$ cat src/rtl/core/ratbl_pkg.sv
// Shared types, field widths and codes of the resource allocation table.
// No dependencies; ratbl_totals, ratbl_seq and the top level import this package.
`timescale 1ns / 1ps

package ratbl_pkg;

  // Defaults for the top-level parameters
  localparam int DEF_NUM_PROCESSES = 32;
  localparam int DEF_NUM_CLASSES   = 5;
  localparam int DEF_MAX_UNITS     = 15;

  // Field widths of the stream payloads
  localparam int FUNC_W    = 2;
  localparam int PROC_W    = 5;
  localparam int CLASS_W   = 3;
  localparam int QTY_W     = 4;
  localparam int STATUS_W  = 3;
  localparam int COUNT_W   = 4;
  localparam int IN_DATA_W  = 16;
  localparam int OUT_DATA_W = 16;

  // Configuration register file
  localparam int NUM_REGS  = 5;
  localparam int REG_IDX_W = 3;
  localparam int TOTAL_W   = 4;
  localparam logic [TOTAL_W-1:0] TOTAL_RESET = 4'd10;

  // Operation codes
  localparam logic [FUNC_W-1:0] F_REQUEST   = 2'd0;
  localparam logic [FUNC_W-1:0] F_RELEASE   = 2'd1;
  localparam logic [FUNC_W-1:0] F_TERMINATE = 2'd2;

  // Result status codes
  localparam logic [STATUS_W-1:0] ST_GRANTED      = 3'd0;
  localparam logic [STATUS_W-1:0] ST_DENIED       = 3'd1;
  localparam logic [STATUS_W-1:0] ST_RELEASED     = 3'd2;
  localparam logic [STATUS_W-1:0] ST_RECLAIMED    = 3'd3;
  localparam logic [STATUS_W-1:0] ST_OVER_RELEASE = 3'd4;

  typedef struct packed {
    logic [QTY_W-1:0]   quantity;
    logic [CLASS_W-1:0] resource;
    logic [PROC_W-1:0]  process;
    logic [FUNC_W-1:0]  func;
  } item_t;

  typedef struct packed {
    logic [COUNT_W-1:0]  held_after;
    logic [COUNT_W-1:0]  free_after;
    logic [STATUS_W-1:0] status;
  } result_t;

  typedef logic [NUM_REGS-1:0][TOTAL_W-1:0] total_vec_t;

endpackage

$ cat src/rtl/core/ratbl_ram.sv
// Generic simple dual-port RAM: one write port, one read port, registered read.
// No dependencies.
`timescale 1ns / 1ps

module ratbl_ram #(
  parameter int WIDTH = 4,
  parameter int DEPTH = 160,
  localparam int AW = (DEPTH > 1) ? $clog2(DEPTH) : 1
) (
  input  logic             clk,
  input  logic             wr_en,
  input  logic [AW-1:0]    wr_addr,
  input  logic [WIDTH-1:0] wr_data,
  input  logic             rd_en,
  input  logic [AW-1:0]    rd_addr,
  output logic [WIDTH-1:0] rd_data
);

  logic [WIDTH-1:0] mem [DEPTH];

  always_ff @(posedge clk) begin
    if (wr_en) begin
      mem[wr_addr] <= wr_data;
    end
    if (rd_en) begin
      rd_data <= mem[rd_addr];
    end
  end

endmodule

$ cat src/rtl/core/ratbl_totals.sv
// Configuration register file holding the total instances of each class.
// Depends on ratbl_pkg.
`timescale 1ns / 1ps

module ratbl_totals import ratbl_pkg::*; (
  input  logic                 clk,
  input  logic                 rst,
  input  logic                 cfg_wr_en,
  input  logic [REG_IDX_W-1:0] cfg_index,
  input  logic [TOTAL_W-1:0]   cfg_data,
  output total_vec_t           totals
);

  always_ff @(posedge clk) begin
    if (rst) begin
      for (int i = 0; i < NUM_REGS; i++) begin
        totals[i] <= TOTAL_RESET;
      end
    end else if (cfg_wr_en && (32'(cfg_index) < NUM_REGS)) begin
      totals[cfg_index] <= cfg_data;
    end
  end

endmodule

$ cat src/rtl/core/ratbl_seq.sv
// Operation sequencer: clears the held-units RAM after reset, then runs
// read-modify-write passes for request, release and terminate.
// Depends on ratbl_pkg and ratbl_ram.
`timescale 1ns / 1ps

module ratbl_seq import ratbl_pkg::*; #(
  parameter int NUM_PROCESSES = DEF_NUM_PROCESSES,
  parameter int NUM_CLASSES   = DEF_NUM_CLASSES,
  parameter int MAX_UNITS     = DEF_MAX_UNITS
) (
  input  logic       clk,
  input  logic       rst,
  input  logic       in_valid,
  output logic       in_ready,
  input  item_t      item,
  input  total_vec_t totals,
  output logic       res_valid,
  input  logic       res_ready,
  output result_t    res
);

  localparam int DEPTH = NUM_PROCESSES * NUM_CLASSES;
  localparam int AW    = (DEPTH > 1) ? $clog2(DEPTH) : 1;
  localparam int UW    = $clog2(MAX_UNITS + 1);
  localparam int VW    = ((UW > COUNT_W) ? UW : COUNT_W) + 1;
  localparam int CIW   = (NUM_CLASSES > 1) ? $clog2(NUM_CLASSES) : 1;

  localparam logic [2:0] S_CLEAR = 3'd0;
  localparam logic [2:0] S_IDLE  = 3'd1;
  localparam logic [2:0] S_RMW   = 3'd2;
  localparam logic [2:0] S_TERM  = 3'd3;
  localparam logic [2:0] S_RESP  = 3'd4;

  logic [2:0]          state;
  logic [AW-1:0]       clr_addr;
  logic [FUNC_W-1:0]   func_r;
  logic [PROC_W-1:0]   proc_r;
  logic [CLASS_W-1:0]  res_r;
  logic [QTY_W-1:0]    qty_r;
  logic                res_ok_r;
  logic [UW-1:0]       held_r;
  logic [STATUS_W-1:0] status_r;
  logic [CLASS_W-1:0]  tj;
  logic [CLASS_W-1:0]  pj;
  logic                pend;
  logic [UW-1:0]       in_use [NUM_CLASSES];

  logic                ram_wr_en;
  logic [AW-1:0]       ram_wr_addr;
  logic [UW-1:0]       ram_wr_data;
  logic                ram_rd_en;
  logic [AW-1:0]       ram_rd_addr;
  logic [UW-1:0]       ram_rd_data;

  logic                proc_ok_in;
  logic                res_ok_in;
  logic [UW-1:0]       u_res;
  logic [TOTAL_W-1:0]  tot_res;
  logic [COUNT_W-1:0]  free_res;
  logic [VW-1:0]       h_plus;
  logic [VW-1:0]       u_plus;
  logic                grant;
  logic                over;
  logic                tj_live;

  function automatic logic [AW-1:0] addr_of(input logic [PROC_W-1:0] p,
                                            input logic [CLASS_W-1:0] c);
    return AW'(int'(p) * NUM_CLASSES + int'(c));
  endfunction

  assign proc_ok_in = 32'(item.process) < NUM_PROCESSES;
  assign res_ok_in  = 32'(item.resource) < NUM_CLASSES;
  assign tj_live    = 32'(tj) < NUM_CLASSES;

  always_comb begin
    u_res    = in_use[res_r[CIW-1:0]];
    tot_res  = res_ok_r ? totals[res_r] : '0;
    free_res = '0;
    if (res_ok_r && (VW'(tot_res) > VW'(u_res))) begin
      free_res = COUNT_W'(VW'(tot_res) - VW'(u_res));
    end
    h_plus = VW'(ram_rd_data) + VW'(qty_r);
    u_plus = VW'(u_res) + VW'(qty_r);
    grant  = (VW'(free_res) >= VW'(qty_r)) && (h_plus <= VW'(MAX_UNITS)) &&
             (u_plus <= VW'(MAX_UNITS));
    over   = VW'(qty_r) > VW'(ram_rd_data);
  end

  always_comb begin
    ram_wr_en   = 1'b0;
    ram_wr_addr = addr_of(proc_r, res_r);
    ram_wr_data = '0;
    ram_rd_en   = 1'b0;
    ram_rd_addr = addr_of(item.process, item.resource);
    case (state)
      S_CLEAR: begin
        ram_wr_en   = 1'b1;
        ram_wr_addr = clr_addr;
      end
      S_IDLE: begin
        ram_rd_en = in_valid && proc_ok_in && res_ok_in && (item.func != F_TERMINATE);
      end
      S_RMW: begin
        if (func_r == F_REQUEST && grant) begin
          ram_wr_en   = 1'b1;
          ram_wr_data = UW'(h_plus);
        end else if (func_r == F_RELEASE && !over) begin
          ram_wr_en   = 1'b1;
          ram_wr_data = UW'(VW'(ram_rd_data) - VW'(qty_r));
        end
      end
      S_TERM: begin
        ram_rd_en   = tj_live;
        ram_rd_addr = addr_of(proc_r, tj);
        // zero the entry whose old count just came back
        ram_wr_en   = pend;
        ram_wr_addr = addr_of(proc_r, pj);
      end
      default: begin
      end
    endcase
  end

  always_ff @(posedge clk) begin
    if (rst) begin
      state    <= S_CLEAR;
      clr_addr <= '0;
      tj       <= '0;
      pend     <= 1'b0;
      for (int i = 0; i < NUM_CLASSES; i++) begin
        in_use[i] <= '0;
      end
    end else begin
      case (state)
        S_CLEAR: begin
          clr_addr <= clr_addr + 1'b1;
          if (clr_addr == AW'(DEPTH - 1)) begin
            state <= S_IDLE;
          end
        end
        S_IDLE: begin
          if (in_valid) begin
            func_r   <= item.func;
            proc_r   <= item.process;
            res_r    <= item.resource;
            qty_r    <= item.quantity;
            res_ok_r <= res_ok_in;
            held_r   <= '0;
            status_r <= ST_DENIED;
            tj       <= '0;
            pend     <= 1'b0;
            if (proc_ok_in && item.func == F_TERMINATE) begin
              state <= S_TERM;
            end else if (proc_ok_in && res_ok_in) begin
              state <= S_RMW;
            end else begin
              state <= S_RESP;
            end
          end
        end
        S_RMW: begin
          held_r <= ram_rd_data;
          if (func_r == F_REQUEST) begin
            if (grant) begin
              held_r               <= UW'(h_plus);
              in_use[res_r[CIW-1:0]] <= UW'(u_plus);
              status_r             <= ST_GRANTED;
            end
          end else if (func_r == F_RELEASE) begin
            if (over) begin
              status_r <= ST_OVER_RELEASE;
            end else begin
              held_r   <= UW'(VW'(ram_rd_data) - VW'(qty_r));
              status_r <= ST_RELEASED;
              if (VW'(u_res) >= VW'(qty_r)) begin
                in_use[res_r[CIW-1:0]] <= UW'(VW'(u_res) - VW'(qty_r));
              end else begin
                in_use[res_r[CIW-1:0]] <= '0;
              end
            end
          end
          state <= S_RESP;
        end
        S_TERM: begin
          if (tj_live) begin
            tj <= tj + 1'b1;
          end
          pend <= tj_live;
          pj   <= tj;
          if (pend) begin
            if (in_use[pj[CIW-1:0]] >= ram_rd_data) begin
              in_use[pj[CIW-1:0]] <= in_use[pj[CIW-1:0]] - ram_rd_data;
            end else begin
              in_use[pj[CIW-1:0]] <= '0;
            end
            if (!tj_live) begin
              status_r <= ST_RECLAIMED;
              state    <= S_RESP;
            end
          end
        end
        S_RESP: begin
          if (res_ready) begin
            state <= S_IDLE;
          end
        end
        default: begin
          state <= S_IDLE;
        end
      endcase
    end
  end

  assign in_ready       = state == S_IDLE;
  assign res_valid      = state == S_RESP;
  assign res.status     = status_r;
  assign res.free_after = free_res;
  assign res.held_after = COUNT_W'(held_r);

  ratbl_ram #(
    .WIDTH(UW),
    .DEPTH(DEPTH)
  ) u_held_ram (
    .clk    (clk),
    .wr_en  (ram_wr_en),
    .wr_addr(ram_wr_addr),
    .wr_data(ram_wr_data),
    .rd_en  (ram_rd_en),
    .rd_addr(ram_rd_addr),
    .rd_data(ram_rd_data)
  );

endmodule

$ cat src/rtl/core/resource_allocation_table.sv
// Resource allocation table: top level with stream ports, configuration
// write port and output register. Depends on ratbl_pkg, ratbl_totals, ratbl_seq.
//
// Usage:
//   The slave stream (s_tvalid/s_tready/s_tdata) carries one operation per
//   transaction: request, release or terminate for one process and class.
//   The master stream (m_tvalid/m_tready/m_tdata) returns one result per
//   operation, in order: status, free units of the class and units the
//   process still holds of it.
//   The configuration port writes the total of each class; write it only
//   while no operation is in flight.
//   One operation is worked at a time. An in-range request, release or
//   unknown operation goes from acceptance to the output register through
//   accept and RAM read, modify/write back and result; a terminate walks the
//   process row of the held-units RAM, one class per cycle. A new operation
//   is taken once the result has moved to the output register.
//   After reset the held-units RAM (NUM_PROCESSES * NUM_CLASSES entries, 160
//   by default) is cleared one entry a cycle with s_tready low; totals
//   return to 10 and class in-use counts to 0.
//   A stalled receiver holds the result in the output register; the next
//   operation is still accepted and its result waits until the register frees.
`timescale 1ns / 1ps

module resource_allocation_table import ratbl_pkg::*; #(
  parameter int NUM_PROCESSES = DEF_NUM_PROCESSES,
  parameter int NUM_CLASSES   = DEF_NUM_CLASSES,
  parameter int MAX_UNITS     = DEF_MAX_UNITS
) (
  input  logic                  clk,
  input  logic                  rst,
  input  logic                  s_tvalid,
  output logic                  s_tready,
  // func[1:0], process[6:2], resource[9:7], quantity[13:10], zero pad above
  input  logic [IN_DATA_W-1:0]  s_tdata,
  output logic                  m_tvalid,
  input  logic                  m_tready,
  // status[2:0], free_after[6:3], held_after[10:7], zero pad above
  output logic [OUT_DATA_W-1:0] m_tdata,
  input  logic                  cfg_wr_en,
  input  logic [REG_IDX_W-1:0]  cfg_index,
  input  logic [TOTAL_W-1:0]    cfg_data
);

  localparam int RES_W = $bits(result_t);

  item_t      item;
  total_vec_t totals;
  logic       res_valid;
  logic       res_ready;
  result_t    res;

  assign item      = item_t'(s_tdata[$bits(item_t)-1:0]);
  assign res_ready = !m_tvalid || m_tready;

  ratbl_totals u_totals (
    .clk      (clk),
    .rst      (rst),
    .cfg_wr_en(cfg_wr_en),
    .cfg_index(cfg_index),
    .cfg_data (cfg_data),
    .totals   (totals)
  );

  ratbl_seq #(
    .NUM_PROCESSES(NUM_PROCESSES),
    .NUM_CLASSES  (NUM_CLASSES),
    .MAX_UNITS    (MAX_UNITS)
  ) u_seq (
    .clk      (clk),
    .rst      (rst),
    .in_valid (s_tvalid),
    .in_ready (s_tready),
    .item     (item),
    .totals   (totals),
    .res_valid(res_valid),
    .res_ready(res_ready),
    .res      (res)
  );

  // Output register: load on a finished result, drop once the transaction completes
  always_ff @(posedge clk) begin
    if (rst) begin
      m_tvalid <= 1'b0;
    end else if (res_valid && res_ready) begin
      m_tvalid <= 1'b1;
    end else if (m_tready) begin
      m_tvalid <= 1'b0;
    end
  end

  always_ff @(posedge clk) begin
    if (res_valid && res_ready) begin
      m_tdata <= {{(OUT_DATA_W - RES_W){1'b0}}, res};
    end
  end

endmodule
$ cat config.mk
export PLATFORM = sky130hd
export DESIGN_NAME = resource_allocation_table
export DESIGN_NICKNAME = d
export VERILOG_FILES = /design/src/rtl/core/ratbl_pkg.sv /design/src/rtl/core/ratbl_ram.sv /design/src/rtl/core/ratbl_totals.sv /design/src/rtl/core/ratbl_seq.sv /design/src/rtl/core/resource_allocation_table.sv
export SDC_FILE = /design/constraint.sdc
export NUM_CORES = 1
export LEC_CHECK = 0
export ABC_AREA = 1
export ABC_CLOCK_PERIOD_IN_PS = 19200
export BUFFER_PORTS_ARGS = -buffer_cell sky130_fd_sc_hd__buf_2
export CORE_UTILIZATION = 50
export CTS_BUF_LIST = sky130_fd_sc_hd__clkbuf_16
export DETAILED_ROUTE_END_ITERATION = 7
export GPL_TIMING_DRIVEN = 0
export PLACE_DENSITY = 0.69
export SLEW_MARGIN = 10
export SYNTH_ARGS = -nofsm -noshare
export SYNTH_HDL_FRONTEND = slang
export SYNTH_SLANG_ARGS = --single-unit
$ cat constraint.sdc
create_clock -name clk -period 19.2 [get_ports clk]
set_input_delay 3.84 -clock clk [delete_from_list [all_inputs] [get_ports clk]]
set_output_delay 3.84 -clock clk [all_outputs]
set_load 0.01 [all_outputs]
==> flow_metrics.env, run 1 <==
export IMPL_outcome="finished, violations left"
export IMPL_violations="DRC"
export IMPL_finClkSkew_ns=0.0362
export IMPL_htreeDepth=3
export IMPL_cts_resized=0
export IMPL_rsz0062_at_grt="no"
export IMPL_filler_cell_count=5905
export IMPL_grt_first_pass_wirelength_um=154000
export IMPL_finalHoldViolCount=0
export IMPL_p_sw_share_pct=28.1
export IMPL_p_leak_uw=0.0158
export IMPL_drc_errors=24
export IMPL_critical_path_arrival_ns=7.90
export IMPL_setup_viol=0
export IMPL_drt_iter0_drc=3537
export IMPL_p_seq_share_pct=46.3
export IMPL_synth_cell_area_um2=35000
export IMPL_clkPwrFrac_pct=39.0
export IMPL_syn_avg_cell_area_um2=10.1
export IMPL_tritoncts="yes"
export IMPL_ir_worst_vdd_mv=0.0936
export IMPL_power_per_cell_area_nw_per_um2=97.6
export IMPL_diodes=0
export IMPL_dieArea_um2=71100
export IMPL_synth_cell_type_count=52
export IMPL_async_flop_share_pct=0
export IMPL_whs_ns=0.418
export IMPL_worst_slack_ns=11.66
export IMPL_clk_latency_ns=0.66
export IMPL_grt_overflow=0
export IMPL_crit_type="in2reg"
export IMPL_wl_per_cell_um=22.9
export IMPL_cts_reportedPaths_clkPinSlew_ns=0.06
export IMPL_cts_setup_buffers=0
export IMPL_core_um2=68900
export IMPL_vias=26600
export IMPL_syn_to_final_growth_pct=12.7
export IMPL_gp_congestion=0.953
export IMPL_hp_start="u_seq.status_r[2]$_SDFFCE_PP0P_"
export IMPL_cp_slowest_cell="clkbuf_1"
export IMPL_drv_cap=0
export IMPL_ios=46
export IMPL_ys_warn_count=0
export IMPL_dp_hpwl_um=70700
export IMPL_num_rows=96
export IMPL_worstPathCellList="buf_2 > ha_1 > ha_1 > inv_1 > fa_1 > o21ai_2 > inv_2 > clkbuf_1 > nand3_1 > nand3_1 > nand3_1 > nand3_1 > nand3_1 > nand3_1 > nand2_1"
export IMPL_cts_sinks=754
export IMPL_post_route_period_util_pct=39.3
export IMPL_p_sw_uw=1080
export IMPL_grt_max_degree=38
export IMPL_crit_start="s_tdata[2]"
export IMPL_fin_tns_setup_ns=0
export IMPL_path_delay_family="buffers and inverters"
export IMPL_cts_buffer_depth=3
export IMPL_seq_area_frac_synth_pct=63.4
export IMPL_p_int_uw=2770
export IMPL_drv_slew=0
export IMPL_ys_flop_type="edfxtp_1"
export IMPL_postCtsHoldBufs=0
export IMPL_port_buffer_count=38
export IMPL_ant_nets=0
export IMPL_fp_dieH_um=267
export IMPL_grt_usage_pct=29.7
export IMPL_syn_inst=3482
export IMPL_initial_core_util_pct=50.8
export IMPL_routed_via_density=5.74
export IMPL_p_comb_share_pct=14.8
export IMPL_layout_nets=3722
export IMPL_dr_pass1_iters=8
export IMPL_path_max_fanout=10
export IMPL_end_kind="register"
export IMPL_period_needed_ns=7.54
export IMPL_path_common_cell="nand3_1"
export IMPL_cp_num_buf_inv=4
export IMPL_critPathRequiredTime_ns=19.56
export IMPL_cts_root_buf="clkbuf_16"
export IMPL_worst_pin_slew_ns=1.39
export IMPL_grt_pass1_vias=24800
export IMPL_fmaxAchievable_mhz=133
export IMPL_total_power_uw=3850
export IMPL_cts_buffers=78
export IMPL_cpPeakStageDelay_ns=0.87
export IMPL_layout_drive_gt1_share_pct=9.05
export IMPL_worstSetupStartpointType="input pin"
export IMPL_grt_antenna_before_repair=1
export IMPL_ys_ff_latch=754
export IMPL_die_w_um=267
export IMPL_synth_edf_count=712
export IMPL_pre_cts_ws_ns=11.31
export IMPL_totalWireLength_um=106000
export IMPL_max_slew_margin_pct=6.94
export IMPL_worstHoldPathType="reg2reg"
cells by family (layout without fill, tap and decap cells):
| kind of cell | after synthesis | count (layout) | share of synthesized area (%) |
|---|---|---|---|
| other | 1 | 5 | 0.0107 |
| AND/OR/NAND/NOR | 1652 | 1652 | 20.5 |
| AO/OA/AOI/OAI | 340 | 340 | 5.63 |
| XOR/XNOR | 11 | 11 | 0.275 |
| buffers and inverters | 657 | 863 | 7.57 |
| flip-flops | 754 | 754 | 63.4 |
| adder cells (fa/ha/maj) | 67 | 67 | 2.61 |
through the flow:
stage | cells | util (%) | instance area (um^2)
floorplan | 3486 | - | 35000
global placement | 4455 | 52.8 | 36400
detailed placement | 4478 | 53.6 | 37000
CTS | 4623 | 57.3 | 39500
global route | 4623 | 57.3 | 39500
finish | 4623 | 57.3 | 39500
cells in the final DEF (no fill, tap or decap), types with 4 or more instances in the layout:
| cell | Yosys | layout |
|---|---|---|
| o21ai_1 | 29 | 29 |
| xnor2_1 | 4 | 4 |
| inv_1 | 478 | 494 |
| nor2_2 | 8 | 9 |
| o211ai_1 | 32 | 32 |
| a21oi_1 | 64 | 62 |
| buf_4 | 16 | 17 |
| xor2_1 | 7 | 7 |
| nor2_1 | 365 | 362 |
| o21ai_0 | 159 | 159 |
| nor3_1 | 10 | 10 |
| o22ai_1 | 4 | 4 |
| buf_2 | 92 | 130 |
| nand3_1 | 486 | 486 |
| nand2_1 | 721 | 721 |
| nand3_4 | 9 | 9 |
| clkbuf_1 | 54 | 54 |
| inv_2 | 10 | 10 |
| nand3_2 | 6 | 6 |
| or2_2 | 4 | 4 |
| buf_16 | 0 | 10 |
| clkinv_1 | 1 | 20 |
| fa_1 | 10 | 10 |
| edfxtp_1 | 712 | 712 |
| buf_12 | 0 | 12 |
| a31oi_1 | 5 | 5 |
| conb_1 | 1 | 5 |
| clkbuf_16 | 0 | 79 |
| clkinv_2 | 0 | 14 |
| o221ai_1 | 31 | 31 |
| ha_1 | 57 | 57 |
| bufinv_16 | 0 | 7 |
| buf_1 | 5 | 5 |
| dfxtp_1 | 42 | 42 |
| nand3b_1 | 25 | 25 |
sequential cells by signal, indices dropped and copies added, names as in the netlist, 4 cells and up, named ones only:
register                  flops
u_seq.u_held_ram.mem        640
u_seq.in_use                 32
u_totals.totals              20
m_tdata                      11
u_seq.clr_addr                8
u_seq.proc_r                  5
u_seq.held_r                  4
u_seq.qty_r                   4
u_seq.u_held_ram.rd_data      4
per-layer routing:
| layer | vias up | share of wire (%) | global-route usage, % |
|---|---|---|---|
| li1 | 12000 | - | - |
| met1 | 12400 | 37 | 38.4 |
| met2 | 1747 | 45 | 45.9 |
| met3 | 373 | 12 | 7.33 |
| met4 | 4 | 5.8 | 16.3 |
| met5 | - | 0.091 | 0.416 |
power by group through the flow:
stage                     combinational [uW]  clock (uW)  sequential [uW]
after CTS                                540        1500             1780
after global routing                     583        1560             1780
final                                    569        1500             1780
after detailed placement                 537           0             1820
after floorplan                          309           0             1820
after global placement                   531           0             1820
cell usage after synthesis, types with 8 or more instances:
cell type	count	area, um^2
clkbuf_1	54	203
nand3_4	9	158
o21ai_0	159	796
o211ai_1	32	240
nand2_1	721	2710
ha_1	57	713
inv_1	478	1790
nand3_1	486	2430
dfxtp_1	42	841
a21oi_1	64	320
edfxtp_1	712	21400
o221ai_1	31	272
nor3_1	10	50.1
o21ai_1	29	145
nand3b_1	25	188
inv_2	10	37.5
nor2_2	8	50.1
nor2_1	365	1370
buf_4	16	120
fa_1	10	200
buf_2	92	460
area by class of cell:
type                    instances  area [um^2]  share of cell area (%)
plain buffers                 168          817                    2.07
repair buffers                 61          713                    1.81
inverters                     489         1840                    4.65
multi-input cells            2075        10200                    25.9
clock buffers                  79         1980                    5.01
flip-flops and latches        754        22200                    56.3
well taps                     931         1160                    2.95
clock inverters                66          533                    1.35
final timing paths:
path,endpoint,depth (start not counted),slack (ns)
setup / recovery,u_seq.u_held_ram.rd_data[3]$_DFFE_PP_,15,11.66
hold / removal,m_tdata[2]$_DFFE_PP_,0,0.42
setup reg to reg,u_seq.u_held_ram.mem[106][2]$_DFFE_PP_,24,12.34
hold reg to reg,m_tdata[2]$_DFFE_PP_,0,0.42
(Power assumes the default switching activity.)
==> run 2, diff against run 1 <==
--- a/config.mk
+++ b/config.mk
@@ -6,7 +6,7 @@
 export NUM_CORES = 1
 export LEC_CHECK = 0
 export ABC_AREA = 1
-export ABC_CLOCK_PERIOD_IN_PS = 19200
+export ABC_CLOCK_PERIOD_IN_PS = 7200
 export BUFFER_PORTS_ARGS = -buffer_cell sky130_fd_sc_hd__buf_2
 export CORE_UTILIZATION = 50
 export CTS_BUF_LIST = sky130_fd_sc_hd__clkbuf_16
==> constraint.sdc (replaced) <==
create_clock -name clk -period 7.2 [get_ports clk]
set_input_delay 1.44 -clock clk [delete_from_list [all_inputs] [get_ports clk]]
set_output_delay 1.44 -clock clk [all_outputs]
set_load 0.01 [all_outputs]
==> flow_metrics.env, run 2 (synthesized netlist as in run 1, its figures left out) <==
export IMPL_outcome="finished, final reports clean"
export IMPL_path_max_fanout=10
export IMPL_clk_latency_ns=0.64
export IMPL_syn_to_final_growth_pct=12.9
export IMPL_finClkSkew_ns=0.0192
export IMPL_power_per_cell_area_nw_per_um2=260
export IMPL_layout_drive_gt1_share_pct=9.21
export IMPL_dp_cells=4479
export IMPL_post_route_period_util_pct=89.6
export IMPL_cts_sinks=754
export IMPL_total_power_uw=10300
export IMPL_layout_nets=3725
export IMPL_ant_nets=0
export IMPL_gp_congestion=0.958
export IMPL_grt_max_degree=38
export IMPL_drc_errors=0
export IMPL_rsz0062_at_grt="no"
export IMPL_crit_type="reg2reg"
export IMPL_fmaxAchievable_mhz=155
export IMPL_fin_area_um2=39500
export IMPL_mostFrequentLayoutCell="nand2_1"
export IMPL_max_slew_margin_pct=5.41
export IMPL_cts_resized=0
export IMPL_critPathRequiredTime_ns=7.48
export IMPL_drv_cap=0
export IMPL_htreeDepth=3
export IMPL_dp_hpwl_um=71000
export IMPL_cts_root_buf="clkbuf_16"
export IMPL_port_buffer_count=38
export IMPL_drv_slew=0
export IMPL_grt_pass1_vias=24900
export IMPL_grt_overflow=0
export IMPL_wl_per_cell_um=23.0
export IMPL_postCtsHoldBufs=0
export IMPL_grt_first_pass_wirelength_um=155000
export IMPL_cts_buffers=80
export IMPL_routed_via_density=5.78
export IMPL_worst_slack_ns=0.748
export IMPL_ios=46
export IMPL_num_rows=96
export IMPL_place_area_um2=37000
export IMPL_period_needed_ns=6.45
export IMPL_setup_viol=0
export IMPL_worst_pin_slew_ns=1.40
export IMPL_grt_antenna_before_repair=1
export IMPL_worstSetupStartpointType="register"
export IMPL_pre_cts_ws_ns=0.490
export IMPL_core_um2=68900
export IMPL_filler_cell_count=5856
export IMPL_grt_usage_pct=29.9
export IMPL_largest_register_ff_count=640
export IMPL_critical_path_arrival_ns=6.74
export IMPL_dr_pass1_iters=6
export IMPL_whs_ns=0.417
export IMPL_p_leak_uw=0.0158
export IMPL_layout_common_cells="nand2_1, edfxtp_1, inv_1"
export IMPL_instances_no_fill=4627
export IMPL_ir_worst_vdd_mv=0.208
export IMPL_vias=26700
export IMPL_cts_setup_buffers=0
export IMPL_drt_iter0_drc=3481
export IMPL_cts_reportedPaths_clkPinSlew_ns=0.06
export IMPL_tritoncts="yes"
export IMPL_totalWireLength_um=106000
export IMPL_die_w_um=267
export IMPL_top_register="u_seq.u_held_ram.mem"
export IMPL_finalHoldViolCount=0
export IMPL_worstHoldPathType="reg2reg"
export IMPL_dieArea_um2=71100
export IMPL_initial_core_util_pct=50.8
export IMPL_largestRegisters="u_seq.u_held_ram.mem: 640 flops, u_seq.in_use: 32 flops, u_totals.totals: 20 flops"
export IMPL_end_kind="register"
export IMPL_cts_buffer_depth=3
export IMPL_fp_dieH_um=267
## run 2: layer usage
metal	global-route usage (%)	routed length, um
met5	0	0
met4	15.3	5750
met3	6.64	12000
met2	47.6	48700
met1	38.7	39900
## run 2: cell type report
type	instances	area (um^2)	area share [%]
antenna	5	12.5	0.0317
buffer	168	817	2.07
clock buffer	82	2050	5.19
clock inverter	61	457	1.16
inverter	489	1840	4.64
multi-input combinational	2075	10200	25.9
sequential	754	22200	56.2
tap	931	1160	2.95
timing repair buffer	62	748	1.89
## run 2: path summary, 6_finish.rpt
check | start | to | slack, ns | depth (start not counted)
setup / recovery | register | u_seq.u_held_ram.mem[98][2]$_DFFE_PP_ | 0.75 | 25
hold / removal | u_seq.held_r[1]$_SDFFCE_PN0P_ | m_tdata[8]$_DFFE_PP_ | 0.42 | 0
setup reg to reg | register | u_seq.u_held_ram.mem[98][2]$_DFFE_PP_ | 0.75 | 25
hold reg to reg | u_seq.held_r[1]$_SDFFCE_PN0P_ | m_tdata[8]$_DFFE_PP_ | 0.42 | 0
## run 2: stage by stage
step | utilization, % | TNS (ns)
after floorplan | - | 0
after global placement | 52.8 | -2229.89
after detailed placement | 53.7 | 0
after CTS | 57.3 | 0
after global routing | 57.3 | 0
final | 57.3 | 0
## run 2: worst max-delay path, cell delays in order (launching register included)
cell	delay, ns
dfxtp_1	0.48
clkbuf_1	0.38
o21ai_0	0.14
o21ai_0	0.17
inv_1	0.05
o21ai_0	0.81
inv_1	0.13
ha_1	0.33
nand2_1	0.08
nor3b_1	0.05
nor3_1	0.26
inv_1	0.11
nor2_1	0.28
inv_1	0.09
ha_1	0.29
nand4_1	0.09
nand3_1	0.10
nand2_1	0.09
inv_2	0.11
nand2_2	0.12
nand2_1	0.11
nand2_1	0.15
o211ai_2	0.25
buf_8	0.26
nand3_2	0.57
nor2_1	0.59
## run 2: report_power, final
part / internal, uW / total, uW / switching, uW / leakage [uW]
Combinational: 377 / 1510 / 1140 / 0.00895
Clock: 2280 / 4010 / 1740 / 0.00128
Sequential: 4750 / 4760 / 7.71 / 0.00561
Total: 7410 / 10300 / 2880 / 0.0158
